`config.mk`:
```
export PLATFORM = sky130hd
export DESIGN_NAME = sbus_frame_decoder
export DESIGN_NICKNAME = d
export VERILOG_FILES = /design/src/sbusfd_pkg.sv /design/src/sbusfd_front.sv /design/src/sbusfd_queue.sv /design/src/sbusfd_back.sv /design/src/sbus_frame_decoder.sv
export SDC_FILE = /design/constraint.sdc
export NUM_CORES = 1
export LEC_CHECK = 0
export BUFFER_PORTS_ARGS = -buffer_cell sky130_fd_sc_hd__buf_2
export CAP_MARGIN = 10
export CORE_MARGIN = 4
export CORE_UTILIZATION = 59
export DETAILED_ROUTE_END_ITERATION = 10
export PLACE_DENSITY = 0.83
export SLEW_MARGIN = 20
export SYNTH_ARGS = -nofsm -noshare
export SYNTH_HDL_FRONTEND = slang
export SYNTH_SLANG_ARGS = --single-unit
```
`constraint.sdc`:
```
create_clock -name clk_i -period 10.9 [get_ports clk_i]
set_input_delay 2.18 -clock clk_i [delete_from_list [all_inputs] [get_ports clk_i]]
set_output_delay 2.18 -clock clk_i [all_outputs]
set_load 0.01 [all_outputs]
```
`src/sbusfd_pkg.sv`:
```
// Shared constants and types of the serial bus frame decoder.
package sbusfd_pkg;

  localparam int unsigned FrameLen     = 25;
  localparam int unsigned CntW         = 5;
  localparam logic [7:0]  FrameHead    = 8'h0F;
  localparam logic [7:0]  FrameTail    = 8'h00;
  localparam int unsigned ChanW        = 11;
  localparam int unsigned ChanCount    = 8;
  localparam int unsigned PayloadBytes = 11;
  localparam int unsigned PayloadW     = 8 * PayloadBytes;
  localparam int unsigned StampW       = 32;
  localparam int unsigned GapW         = 16;
  localparam logic [GapW-1:0] GapResetUs = 16'd2000;
  localparam int unsigned InDataW      = 8 + StampW;
  localparam int unsigned OutDataW     = ChanW * ChanCount;
  localparam int unsigned QueueDepth   = 2;
  localparam int unsigned QPtrW        = $clog2(QueueDepth);
  localparam int unsigned QCntW        = $clog2(QueueDepth + 1);

  typedef logic [PayloadW-1:0] payload_t;

  typedef struct packed {
    logic     push;
    payload_t data;
  } q_wr_t;

  typedef struct packed {
    logic full;
    logic empty;
  } q_stat_t;

endpackage

```
`src/sbusfd_front.sv`:
```
// Front end: gap detection, byte counting, header/footer check, payload capture.
module sbusfd_front (
  input  logic                               clk_i,
  input  logic                               rst_ni,
  input  logic                               cfg_valid_i,
  output logic                               cfg_ready_o,
  input  logic [sbusfd_pkg::GapW-1:0]        cfg_data_i,
  input  logic                               s_axis_tvalid,
  output logic                               s_axis_tready,
  input  logic [sbusfd_pkg::InDataW-1:0]     s_axis_tdata,
  input  sbusfd_pkg::q_stat_t                q_stat_i,
  output sbusfd_pkg::q_wr_t                  q_wr_o
);

  logic [sbusfd_pkg::GapW-1:0]   thr_q;
  logic [sbusfd_pkg::StampW-1:0] last_q, last_d, now, gap;
  logic [sbusfd_pkg::CntW-1:0]   cnt_q, cnt_d, cnt_eff, cnt_inc;
  logic                          head_q, head_d;
  logic [7:0]                    data_q [sbusfd_pkg::PayloadBytes];
  logic [7:0]                    rx_byte;
  logic [3:0]                    wr_idx;
  logic                          accept, restart, store, frame_done, wr_payload;

  assign cfg_ready_o   = 1'b1;
  assign s_axis_tready = !q_stat_i.full;
  assign accept        = s_axis_tvalid && s_axis_tready;

  assign rx_byte = s_axis_tdata[7:0];
  assign now     = s_axis_tdata[sbusfd_pkg::InDataW-1:8];
  assign gap     = now - last_q;
  assign restart = gap > {{(sbusfd_pkg::StampW-sbusfd_pkg::GapW){1'b0}}, thr_q};
  assign cnt_eff = restart ? '0 : cnt_q;
  assign cnt_inc = cnt_eff + 1'b1;
  assign store   = accept && (cnt_eff < sbusfd_pkg::CntW'(sbusfd_pkg::FrameLen));
  assign frame_done = store && (cnt_inc == sbusfd_pkg::CntW'(sbusfd_pkg::FrameLen)) &&
                      head_q && (rx_byte == sbusfd_pkg::FrameTail);
  assign wr_idx     = 4'(cnt_eff - 1'b1);
  assign wr_payload = store && (cnt_eff != '0) &&
                      (cnt_eff <= sbusfd_pkg::CntW'(sbusfd_pkg::PayloadBytes));

  always_comb begin
    cnt_d  = cnt_q;
    head_d = head_q;
    last_d = last_q;
    if (accept) begin
      last_d = now;
      cnt_d  = cnt_eff;
      if (store) begin
        cnt_d = frame_done ? '0 : cnt_inc;
        if (cnt_eff == '0) head_d = (rx_byte == sbusfd_pkg::FrameHead);
      end
    end
  end

  always_ff @(posedge clk_i or negedge rst_ni) begin
    if (!rst_ni) begin
      thr_q  <= sbusfd_pkg::GapResetUs;
      last_q <= '0;
      cnt_q  <= '0;
      head_q <= 1'b0;
    end else begin
      if (cfg_valid_i) thr_q <= cfg_data_i;
      last_q <= last_d;
      cnt_q  <= cnt_d;
      head_q <= head_d;
    end
  end

  always_ff @(posedge clk_i) begin
    if (wr_payload) data_q[wr_idx] <= rx_byte;
  end

  always_comb begin
    q_wr_o.push = frame_done;
    for (int i = 0; i < sbusfd_pkg::PayloadBytes; i++) begin
      q_wr_o.data[8*i +: 8] = data_q[i];
    end
  end

endmodule

```
`src/sbusfd_queue.sv`:
```
// Short queue of completed frame payloads between front and back end.
module sbusfd_queue (
  input  logic                 clk_i,
  input  logic                 rst_ni,
  input  sbusfd_pkg::q_wr_t    q_wr_i,
  input  logic                 pop_i,
  output sbusfd_pkg::payload_t head_o,
  output sbusfd_pkg::q_stat_t  q_stat_o
);

  sbusfd_pkg::payload_t           mem_q [sbusfd_pkg::QueueDepth];
  logic [sbusfd_pkg::QPtrW-1:0]   wr_ptr_q, rd_ptr_q;
  logic [sbusfd_pkg::QCntW-1:0]   cnt_q, cnt_d;
  logic                           do_push, do_pop;

  assign q_stat_o.full  = (cnt_q == sbusfd_pkg::QCntW'(sbusfd_pkg::QueueDepth));
  assign q_stat_o.empty = (cnt_q == '0);
  assign do_push = q_wr_i.push && !q_stat_o.full;
  assign do_pop  = pop_i && !q_stat_o.empty;
  assign head_o  = mem_q[rd_ptr_q];

  always_comb begin
    cnt_d = cnt_q;
    if (do_push && !do_pop) cnt_d = cnt_q + 1'b1;
    else if (!do_push && do_pop) cnt_d = cnt_q - 1'b1;
  end

  always_ff @(posedge clk_i or negedge rst_ni) begin
    if (!rst_ni) begin
      wr_ptr_q <= '0;
      rd_ptr_q <= '0;
      cnt_q    <= '0;
    end else begin
      if (do_push) wr_ptr_q <= wr_ptr_q + 1'b1;
      if (do_pop)  rd_ptr_q <= rd_ptr_q + 1'b1;
      cnt_q <= cnt_d;
    end
  end

  always_ff @(posedge clk_i) begin
    if (do_push) mem_q[wr_ptr_q] <= q_wr_i.data;
  end

endmodule

```
`src/sbusfd_back.sv`:
```
// Back end: unpacks 11-bit channels from a payload into the output register.
module sbusfd_back (
  input  logic                              clk_i,
  input  logic                              rst_ni,
  input  sbusfd_pkg::payload_t              head_i,
  input  sbusfd_pkg::q_stat_t               q_stat_i,
  output logic                              pop_o,
  output logic                              m_axis_tvalid,
  input  logic                              m_axis_tready,
  output logic [sbusfd_pkg::OutDataW-1:0]   m_axis_tdata
);

  logic                                valid_q;
  logic [sbusfd_pkg::ChanW-1:0]        chan   [sbusfd_pkg::ChanCount];
  logic [sbusfd_pkg::ChanW-1:0]        chan_q [sbusfd_pkg::ChanCount];

  assign pop_o = !q_stat_i.empty && (!valid_q || m_axis_tready);

  // channel k takes bits 11k..11k+10 of the little-endian payload stream
  always_comb begin
    for (int k = 0; k < sbusfd_pkg::ChanCount; k++) begin
      chan[k] = head_i[sbusfd_pkg::ChanW*k +: sbusfd_pkg::ChanW];
    end
  end

  always_ff @(posedge clk_i or negedge rst_ni) begin
    if (!rst_ni) begin
      valid_q <= 1'b0;
    end else if (pop_o) begin
      valid_q <= 1'b1;
    end else if (m_axis_tready) begin
      valid_q <= 1'b0;
    end
  end

  always_ff @(posedge clk_i) begin
    if (pop_o) chan_q <= chan;
  end

  assign m_axis_tvalid = valid_q;

  always_comb begin
    for (int k = 0; k < sbusfd_pkg::ChanCount; k++) begin
      m_axis_tdata[sbusfd_pkg::ChanW*k +: sbusfd_pkg::ChanW] = chan_q[k];
    end
  end

endmodule

```
`src/sbus_frame_decoder.sv`:
```
// Top level of the serial bus frame decoder.
// Takes one received byte per beat with its 32-bit microsecond arrival stamp and
// emits channels 1 to 8 of every 25-byte frame that starts with 0x0F and ends
// with 0x00. A gap above gap_threshold_us (written on the cfg channel, reset
// 2000) restarts the byte count; a full frame with a bad header or footer is
// dropped and later bytes are ignored until such a gap. One byte is taken every
// cycle while the frame queue is not full; a frame result passes through a
// two-entry frame queue and an output register, so the input stalls only when
// both are full.
module sbus_frame_decoder (
  input  logic                             clk_i,
  input  logic                             rst_ni,
  input  logic                             cfg_valid_i,
  output logic                             cfg_ready_o,
  input  logic [sbusfd_pkg::GapW-1:0]      cfg_data_i,      // gap_threshold_us
  input  logic                             s_axis_tvalid,
  output logic                             s_axis_tready,
  input  logic [sbusfd_pkg::InDataW-1:0]   s_axis_tdata,    // data_byte, arrival_time_us
  output logic                             m_axis_tvalid,
  input  logic                             m_axis_tready,
  output logic [sbusfd_pkg::OutDataW-1:0]  m_axis_tdata     // channel_1 .. channel_8
);

  sbusfd_pkg::q_wr_t    q_wr;
  sbusfd_pkg::q_stat_t  q_stat;
  sbusfd_pkg::payload_t q_head;
  logic                 q_pop;

  sbusfd_front u_front (
    .clk_i         (clk_i),
    .rst_ni        (rst_ni),
    .cfg_valid_i   (cfg_valid_i),
    .cfg_ready_o   (cfg_ready_o),
    .cfg_data_i    (cfg_data_i),
    .s_axis_tvalid (s_axis_tvalid),
    .s_axis_tready (s_axis_tready),
    .s_axis_tdata  (s_axis_tdata),
    .q_stat_i      (q_stat),
    .q_wr_o        (q_wr)
  );

  sbusfd_queue u_queue (
    .clk_i    (clk_i),
    .rst_ni   (rst_ni),
    .q_wr_i   (q_wr),
    .pop_i    (q_pop),
    .head_o   (q_head),
    .q_stat_o (q_stat)
  );

  sbusfd_back u_back (
    .clk_i         (clk_i),
    .rst_ni        (rst_ni),
    .head_i        (q_head),
    .q_stat_i      (q_stat),
    .pop_o         (q_pop),
    .m_axis_tvalid (m_axis_tvalid),
    .m_axis_tready (m_axis_tready),
    .m_axis_tdata  (m_axis_tdata)
  );

`ifndef SYNTHESIS
  a_no_push_full: assert property (@(posedge clk_i) disable iff (!rst_ni)
    q_wr.push |-> !q_stat.full) else $error("frame pushed into full queue");

  a_stat_sane: assert property (@(posedge clk_i) disable iff (!rst_ni)
    !(q_stat.full && q_stat.empty)) else $error("queue both full and empty");

  a_out_fill: assert property (@(posedge clk_i) disable iff (!rst_ni)
    (!q_stat.empty && !m_axis_tvalid) |=> m_axis_tvalid)
    else $error("output register not filled from queue");
`endif

endmodule

```
==> results of run 1 <==
==> cells by family after synthesis <==
logic type	share of synthesized area, %
other	0.0225
XOR/XNOR	1.63
buffers and inverters	2.29
AND/OR/NAND/NOR	6.08
multiplexers	6.27
AO/OA/AOI/OAI	7.15
adder cells (fa/ha/maj)	4.18
flip-flops	72.4
==> routing by layer <==
| layer | vias up | part of all wire (%) | track usage (%) |
|---|---|---|---|
| met5 | - | 0.040 | 0 |
| met4 | 2 | 1.9 | 4.87 |
| met3 | 49 | 5.5 | 3.70 |
| met2 | 269 | 51 | 36.4 |
| met1 | 4489 | 42 | 27.6 |
| li1 | 4377 | - | - |
==> worst register-to-register path: stages, from the launching register on <==
cell and delay, ps:
dfrtp_1 390, ha_1 220, fa_1 400, nor2b_1 200, o2111ai_1 210, a211oi_1 350
nor3_1 140, xnor2_1 150, ha_1 310, nand4_1 140, nor3_1 80, a21boi_0 120
o41ai_1 430, nand4_1 160, a2111oi_2 250, nand4_2 170, nor4_4 210, buf_4 260
nand2_1 150, inv_1 130, ha_1 290, xnor2_1 150, nand4_1 140, or4_1 610
inv_1 100, and3_4 650, buf_4 470
==> metrics by stage <==
step           instances  area (um2)  total power [W]
2_1_floorplan       1081       16700          0.00193
3_3_place_gp        1591       17900          0.00201
3_5_place_dp        1591       17900          0.00201
4_1_cts             1663       19100          0.00327
5_1_grt             1663       19100          0.00338
6_report            1663       19100          0.00325
==> placed cells by master (no fill, tap or decap), types with 11 or more instances in the layout <==
cell type / n
xnor2_1: 21
nand2_1: 98
and2_1: 15
ha_1: 54
o21a_1: 14
edfxtp_1: 352
dfrtp_1: 52
buf_2: 150
clkinv_1: 11
inv_1: 66
a21oi_1: 47
mux2_2: 90
nand4_1: 14
o21ai_0: 70
clkbuf_16: 40
nor2_1: 23
==> power groups by stage <==
stage	Combinational, W	Clock [W]	Sequential [W]
floorplan	0.000187	0	0.00174
global placement	0.000262	0	0.00174
detailed placement	0.000264	0	0.00175
CTS	0.000266	0.00129	0.00171
global route	0.000301	0.00137	0.00171
finish	0.000267	0.00127	0.00171
==> path summary, 6_finish.rpt <==
path                       slack [ps]                 start  depth (start not counted)                    to
min in group asynchronous        1810                rst_ni                          2    u_front.last_q[18]
min reg2reg                       440  u_front.data_q[0][5]                          0   u_queue.mem_q[0][5]
max                              2270       s_axis_tdata[8]                         28  u_queue.mem_q[1][87]
max reg2reg                      3680     u_front.last_q[0]                         26  u_queue.mem_q[1][87]
max in group asynchronous        8480                rst_ni                          2      u_queue.rd_ptr_q
min                               440  u_front.data_q[0][5]                          0   u_queue.mem_q[0][5]
==> cells in the mapped netlist (14+ instances only) <==
master    instances  area share, %
a21oi_1          47            1.4
and2_1           16           0.60
clkbuf_1         21           0.47
dfrtp_1          53            8.0
edfxtp_1        352             63
ha_1             54            4.1
inv_1            67            1.5
mux2_2           90            6.1
nand2_1          98            2.2
nand4_1          14           0.53
nor2_1           23           0.52
o21a_1           14           0.63
o21ai_0          70            2.1
xnor2_1          21            1.1
==> sequential cells by signal, summed over array words and instances, names as in the netlist <==
signal / count
u_front.head_q: 1
u_back.m_axis_tdata: 88
u_front.last_q: 32
u_front.thr_q: 16
u_front.cnt_q: 5
u_back.m_axis_tvalid: 1
u_queue.rd_ptr_q: 1
u_queue.wr_ptr_q: 1
u_front.data_q: 88
u_queue.mem_q: 176
u_queue.cnt_q: 2
==> final cells by class <==
| type | instances | area share, % |
|---|---|---|
| sequential | 411 | 63.2 |
| multi-input combinational | 573 | 22.2 |
| clock buffer | 51 | 5.57 |
| timing repair buffer | 162 | 4.49 |
| tap | 378 | 2.48 |
| inverter | 67 | 1.32 |
| clock inverter | 21 | 0.748 |
==> key figures, run 1 <==
Floorplan
  – Die W: approximately 180 um
  – I/O pin cnt: 152
  – DIE HEIGHT: approximately 180 um
  – Row count: ~60
  – Placeable Area: between 20000 and 30000 um2
  – Die area: around 31000 um2
  – Initial core utilization: 59.9%

Final layout
  – Core Util, Final: 68.7%
  – Layout cell share with drive strength beyond 1: 25.7%
  – Area grow syn2layout: 14.6%
  – Nets: about 1400
  – Number of diodes: 0
  – FF+latch area: around 12000 um2
  – Multi-input gate area: 4230 um2
  – Fillers: between 1500 and 2000

Place
  – Final GP Congestion: ~1
  – Worst slack at placement: 1720 ps
  – DPL Wire Length: about 21000 um
  – Port buffer count: 150

Power
  – Clk pwr share: between 30% and 40%
  – Power density cells: 170 nW/um2
  – Switching Power: between 0.0007 and 0.0008 W
  – Logic pwr share: between 8 and 9%
  – Int Power: roughly 0.0025 W
  – Leakage power: about 7.1 nW
  – Maximum VDD drop: ~0.13 mV
  – Sw frac: ~22%
  – Flop pwr share: 52.7%

Drt
  – Vias/cell: approximately 5.5
  – Via Count: just over 9000
  – Antenna Violating Nets Remaining: 0
  – Drt wl/cell: 19.3 um
  – Pre-antenna DRT Iters: 5
  – Initial DRC Count: a little over 700
  – Total Routed Length: 32200 um
  – # DRC: 0

Global routing
  – Global-route wire length before repair: a little over 50000 um
  – GR Overflow Total: 0
  – Total track usage: around a fifth
  – Antenna violations before repair: 1
  – Vias in the first global route: ~9300
  – Largest net degree at the start of global routing: between 80 and 90

Clock tree
  – Total CTS buffers: 40
  – # clock sinks: between 400 and 500
  – Clk buf depth: 3
  – Hold_buf cts: 0
  – Worst-path clk slew: around 60 ps
  – # resized after CTS: 0
  – Clock latency on the worst-skew pair: between 500 and 600 ps
  – CTS tree: built
  – H-tree depth: 2
  – CTS root buf: clkbuf_16
  – Post-CTS setup buffers: 0

Worst setup path
  – Kind of end point of the critical path: flop
  – Crit Path Class: in2reg
  – Crit-path leading delay family: simple AND/OR/NAND/NOR gates
  – CP required: 11100 ps
  – Max FO, Critical Path: 50
  – CP bufs+invs: 6
  – Crit path DAT: a little under 9000 ps
  – Crit-path slowest cell: and3_4
  – Slowest Stage Delay on Critical Path: approximately 650 ps
  – CP Launch Type: input pin

Outcome
  – Status: finished, final reports clean

Yosys
  – Post-Synthesis Cells: approximately 1100
  – Post-synth EDFFs: 352
  – Async set or reset register ratio after synthesis: between 10% and 20%
  – Unique masters post-synth: between 60 and 70
  – Yosys reg bits: just over 400
  – Ys Warns: 0
  – Avg Inst Size Synth: ~15 um2
  – Syn nets: between 1000 and 1500
  – Ys flop type: edfxtp_1
  – Post-synthesis sequential area ratio: between 70% and 80%
  – Synth Cell Area: about 17000 um2

Min path
  – Hold crit path type: reg2reg

Timing
  – Fin. Hold Viols: 0
  – Max-slew headroom: ~42%
  – Final period util: 79.2%
  – Fmax: ~0.12 GHz
  – WHS: 439 ps
  – Final setup TNS: 0 ps
  – RSZ-0062 raised after global routing: false
  – Worst Max-Slew Pin Slew: just under 900 ps
  – Final WS setup: 2270 ps
  – Fin. max-slew vios: 0
  – Final Critical Period: roughly 8600 ps
  – Final Skew: ~15 ps
  – Setup Viol. Count Final: 0

Job
  – Max-Cap Viols: 0
No activity file was read; power rests on OpenSTA's default activity.
==> run 2: changes to the inputs <==
- ABC_AREA: not set -> 1
- CORE_UTILIZATION: 59 -> 60
- PLACE_DENSITY: 0.83 -> 0.84
- clock period: 10.9 -> 8.56 ns (I/O delays scaled with it)
==> run 2 against run 1 <==
Net effect: sequential power up 56%; power is 99% higher; global-route usage grew 2.6 points; hold slack worse by 1.6 ps; die area grew 3.7%; via count grew 27%; clock-buffer cell count shrank 5; sequential share of layout area fell by 2.9 points; cell area grew 4.9%; non-clock buffer count fell by 4; first-iteration DRC count increased by 30%; flip-flop and latch count did not move; critical path type unchanged; largest cell class unchanged; largest power group unchanged.
==> key figures, run 2 <==
Place
  – Final GP Congestion: ~0.97
  – DPL Wire Length: 24600 um
  – Port buffer count: 150
  – Area after DPL: between 15000 and 20000 um2
  – Inst Count DP: 2135

Timing
  – Final Skew: roughly 16 ps
  – Worst Max-Slew Pin Slew: around 970 ps
  – Setup Viol. Count Final: 0
  – Final Critical Period: 6430 ps
  – RSZ-0062 raised after global routing: false
  – Final period util: approximately 75%
  – Final setup TNS: 0 ps
  – Fin. max-slew vios: 0
  – Fin. Hold Viols: 0
  – Fmax: 0.156 GHz
  – WHS: 438 ps
  – Max-slew headroom: between 30% and 40%

Yosys
  – Post-synth top area share: around 60%
  – Synth Cell Area: around 18000 um2
  – Syn nets: between 1500 and 2000
  – Yosys reg bits: between 400 and 500
  – Cell taking the most area after synthesis: edfxtp_1
  – Most common cell in the netlist: nand2_1
  – Top cells by area, synth: edfxtp_1 (60%), nand2_1 (13%), dfrtp_1 (7.5%)
  – Ys flop type: edfxtp_1
  – Avg Inst Size Synth: roughly 11 um2
  – Post-synthesis sequential area ratio: about 69%
  – Post-Synthesis Cells: roughly 1600
  – Async set or reset register ratio after synthesis: 14.4%
  – Post-synthesis xor/xnor area fraction: less than 1%
  – Post-synthesis adder-cell area fraction: just under 4%
  – Multiplexer share of the synthesized area: less than 1%
  – Largest family of logic cells by synthesized area: simple AND/OR/NAND/NOR gates
  – Complex-gate fraction of the synthesized area: under 10%
  – Ys Warns: 0
  – Post-synth EDFFs: between 300 and 400
  – Post-synth top cells: nand2_1 (609), edfxtp_1 (352), inv_1 (205)
  – Simple-gate share of the synthesized area: between 10% and 20%
  – Unique masters post-synth: 36

Drt
  – Total Routed Length: around 37000 um
  – Antenna Violating Nets Remaining: 0
  – Initial DRC Count: between 900 and 1000
  – # DRC: 0
  – Via Count: roughly 12000
  – Pre-antenna DRT Iters: 6
  – Vias/cell: around 5.3
  – Drt wl/cell: about 17 um

Clock tree
  – Clock latency on the worst-skew pair: 530 ps
  – Hold_buf cts: 0
  – CTS root buf: clkbuf_16
  – Worst-path clk slew: about 60 ps
  – Clk buf depth: 3
  – H-tree depth: 2
  – Post-CTS setup buffers: 0
  – # clock sinks: just over 400
  – Total CTS buffers: 39
  – # resized after CTS: 0
  – CTS tree: built

Floorplan
  – Initial core utilization: ~61%
  – Row count: just over 60
  – Die area: 32100 um2
  – Placeable Area: 28800 um2
  – DIE HEIGHT: roughly 180 um
  – I/O pin cnt: 152
  – Die W: roughly 180 um

Worst setup path
  – R2R Path Start: u_front.last_q[6]
  – Crit Path Class: in2reg
  – Critical R2R Capture: u_queue.mem_q[0][86]
  – R2r worst-path depth: 30
  – Crit-path slowest cell: nor2_4
  – CP Launch Type: input pin
  – Worst R2R Setup Slack: 3050 ps
  – Most common cell on crit path: nand2_1
  – Kind of end point of the critical path: flop
  – Max FO, Critical Path: 67
  – Crit path DAT: about 6600 ps
  – Slowest Stage Delay on Critical Path: a little under 600 ps
  – CP required: slightly below 9000 ps

Power
  – Power density cells: roughly 320 nW/um2
  – Maximum VDD drop: around 0.20 mV
  – Leakage power: just under 9 nW

Min path
  – Worst Hold Path Cells: 0
  – Hold crit path type: reg2reg
  – Hold path endpoint: u_queue.mem_q[0][40]
  – Hold_sp: u_front.data_q[5][0]

Job
  – Max-Cap Viols: 0

Global routing
  – Global-route wire length before repair: between 50000 and 60000 um
  – Total track usage: 23.4%
  – GR Overflow Total: 0
  – Largest net degree at the start of global routing: 90
  – Vias in the first global route: between 10000 and 15000
  – Antenna violations before repair: 0

Final layout
  – Area grow syn2layout: 13.7%
  – Number of diodes: 0
  – Layout cell share with drive strength beyond 1: 14.3%
  – Cell area after layout: roughly 20000 um2
  – Commonest cells after routing, fill and taps aside: nand2_1 (609), edfxtp_1 (352), inv_1 (205)
  – Finished Layout Cells: 2203
  – Most common cell after layout, fill and taps aside: nand2_1
  – Max FFs per register: between 150 and 200
  – Fillers: ~2100
  – Reg with most FFs: u_queue.mem_q
  – Core Util, Final: between 60 and 70%
  – Nets: 1908

Outcome
  – Status: finished, final reports clean
[run 2: changes by cell type after synthesis, moves of 9 or more]
| cell | delta |
|---|---|
| a21oi_1 | -17 |
| and2_1 | -15 |
| inv_1 | +138 |
| mux2_2 | -89 |
| nand2_1 | +511 |
| nand2_2 | +9 |
| nand3_1 | +43 |
| nor2_1 | +62 |
| o21a_1 | -14 |
| o21ai_0 | -15 |
| xnor2_1 | -18 |
[run 2: layout make-up]
type	instances	area, um2	share of cell area (%)
Tap cell	384	480	2.40
Clock buffer	46	1000	5.01
Multi-Input combinational cell	972	4660	23.3
Sequential cell	411	12100	60.3
Inverter	210	788	3.94
Timing Repair Buffer	158	836	4.18
Clock inverter	22	186	0.932
[run 2: logic make-up (layout without fill, tap and decap cells)]
logic type,Yosys count,after routing
AO/OA/AOI/OAI,92,92
XOR/XNOR,20,20
adder cells (fa/ha/maj),55,55
buffers and inverters,241,436
flip-flops,411,411
multiplexers,1,1
other,1,1
AND/OR/NAND/NOR,803,803
[run 2: worst max-delay path, delay by kind of cell]
kind / cells / cell delay (ps)
adder cells (fa/ha/maj): 3 / 870
buffers and inverters: 4 / 750
AO/OA/AOI/OAI: 1 / 60
XOR/XNOR: 1 / 270
AND/OR/NAND/NOR: 21 / 2890
[run 2: worst max-delay path by stage]
| stage | to | slack [ps] | startpoint |
|---|---|---|---|
| finish | u_queue.mem_q[0][86] | 2130 | s_axis_tdata[14] |
| global route | u_queue.mem_q[0][72] | 1570 | s_axis_tdata[10] |
| CTS | u_queue.mem_q[0][72] | 2150 | s_axis_tdata[8] |
| floorplan | u_queue.mem_q[0][0] | 850 | s_axis_tdata[8] |
| global placement | u_queue.mem_q[0][80] | 1780 | s_axis_tdata[14] |
| detailed placement | u_queue.mem_q[0][83] | 1600 | s_axis_tdata[8] |
[run 2: through the flow]
step                      total power, W  setup slack, ps
after floorplan                  0.00420              851
after global placement           0.00477             1780
after detailed placement         0.00484             1600
after CTS                        0.00649             2150
after global routing             0.00689             1570
final                            0.00645             2130
[run 2: layer usage]
metal / GRT usage (%) / vias up / routed length (um) / share of wire [%]
met5: 0 / - / 0 / 0
met4: 9.77 / 0 / 1430 / 3.8
met3: 3.37 / 109 / 2200 / 5.9
met2: 42.0 / 441 / 19400 / 52
met1: 28.5 / 5472 / 14400 / 38
li1: - / 5625 / - / -
[run 2: power breakdown]
group          internal (W)  switching [W]
clock network      0.000907       0.000718
logic              0.000703        0.00146
registers           0.00257      0.0000903
total               0.00418        0.00227
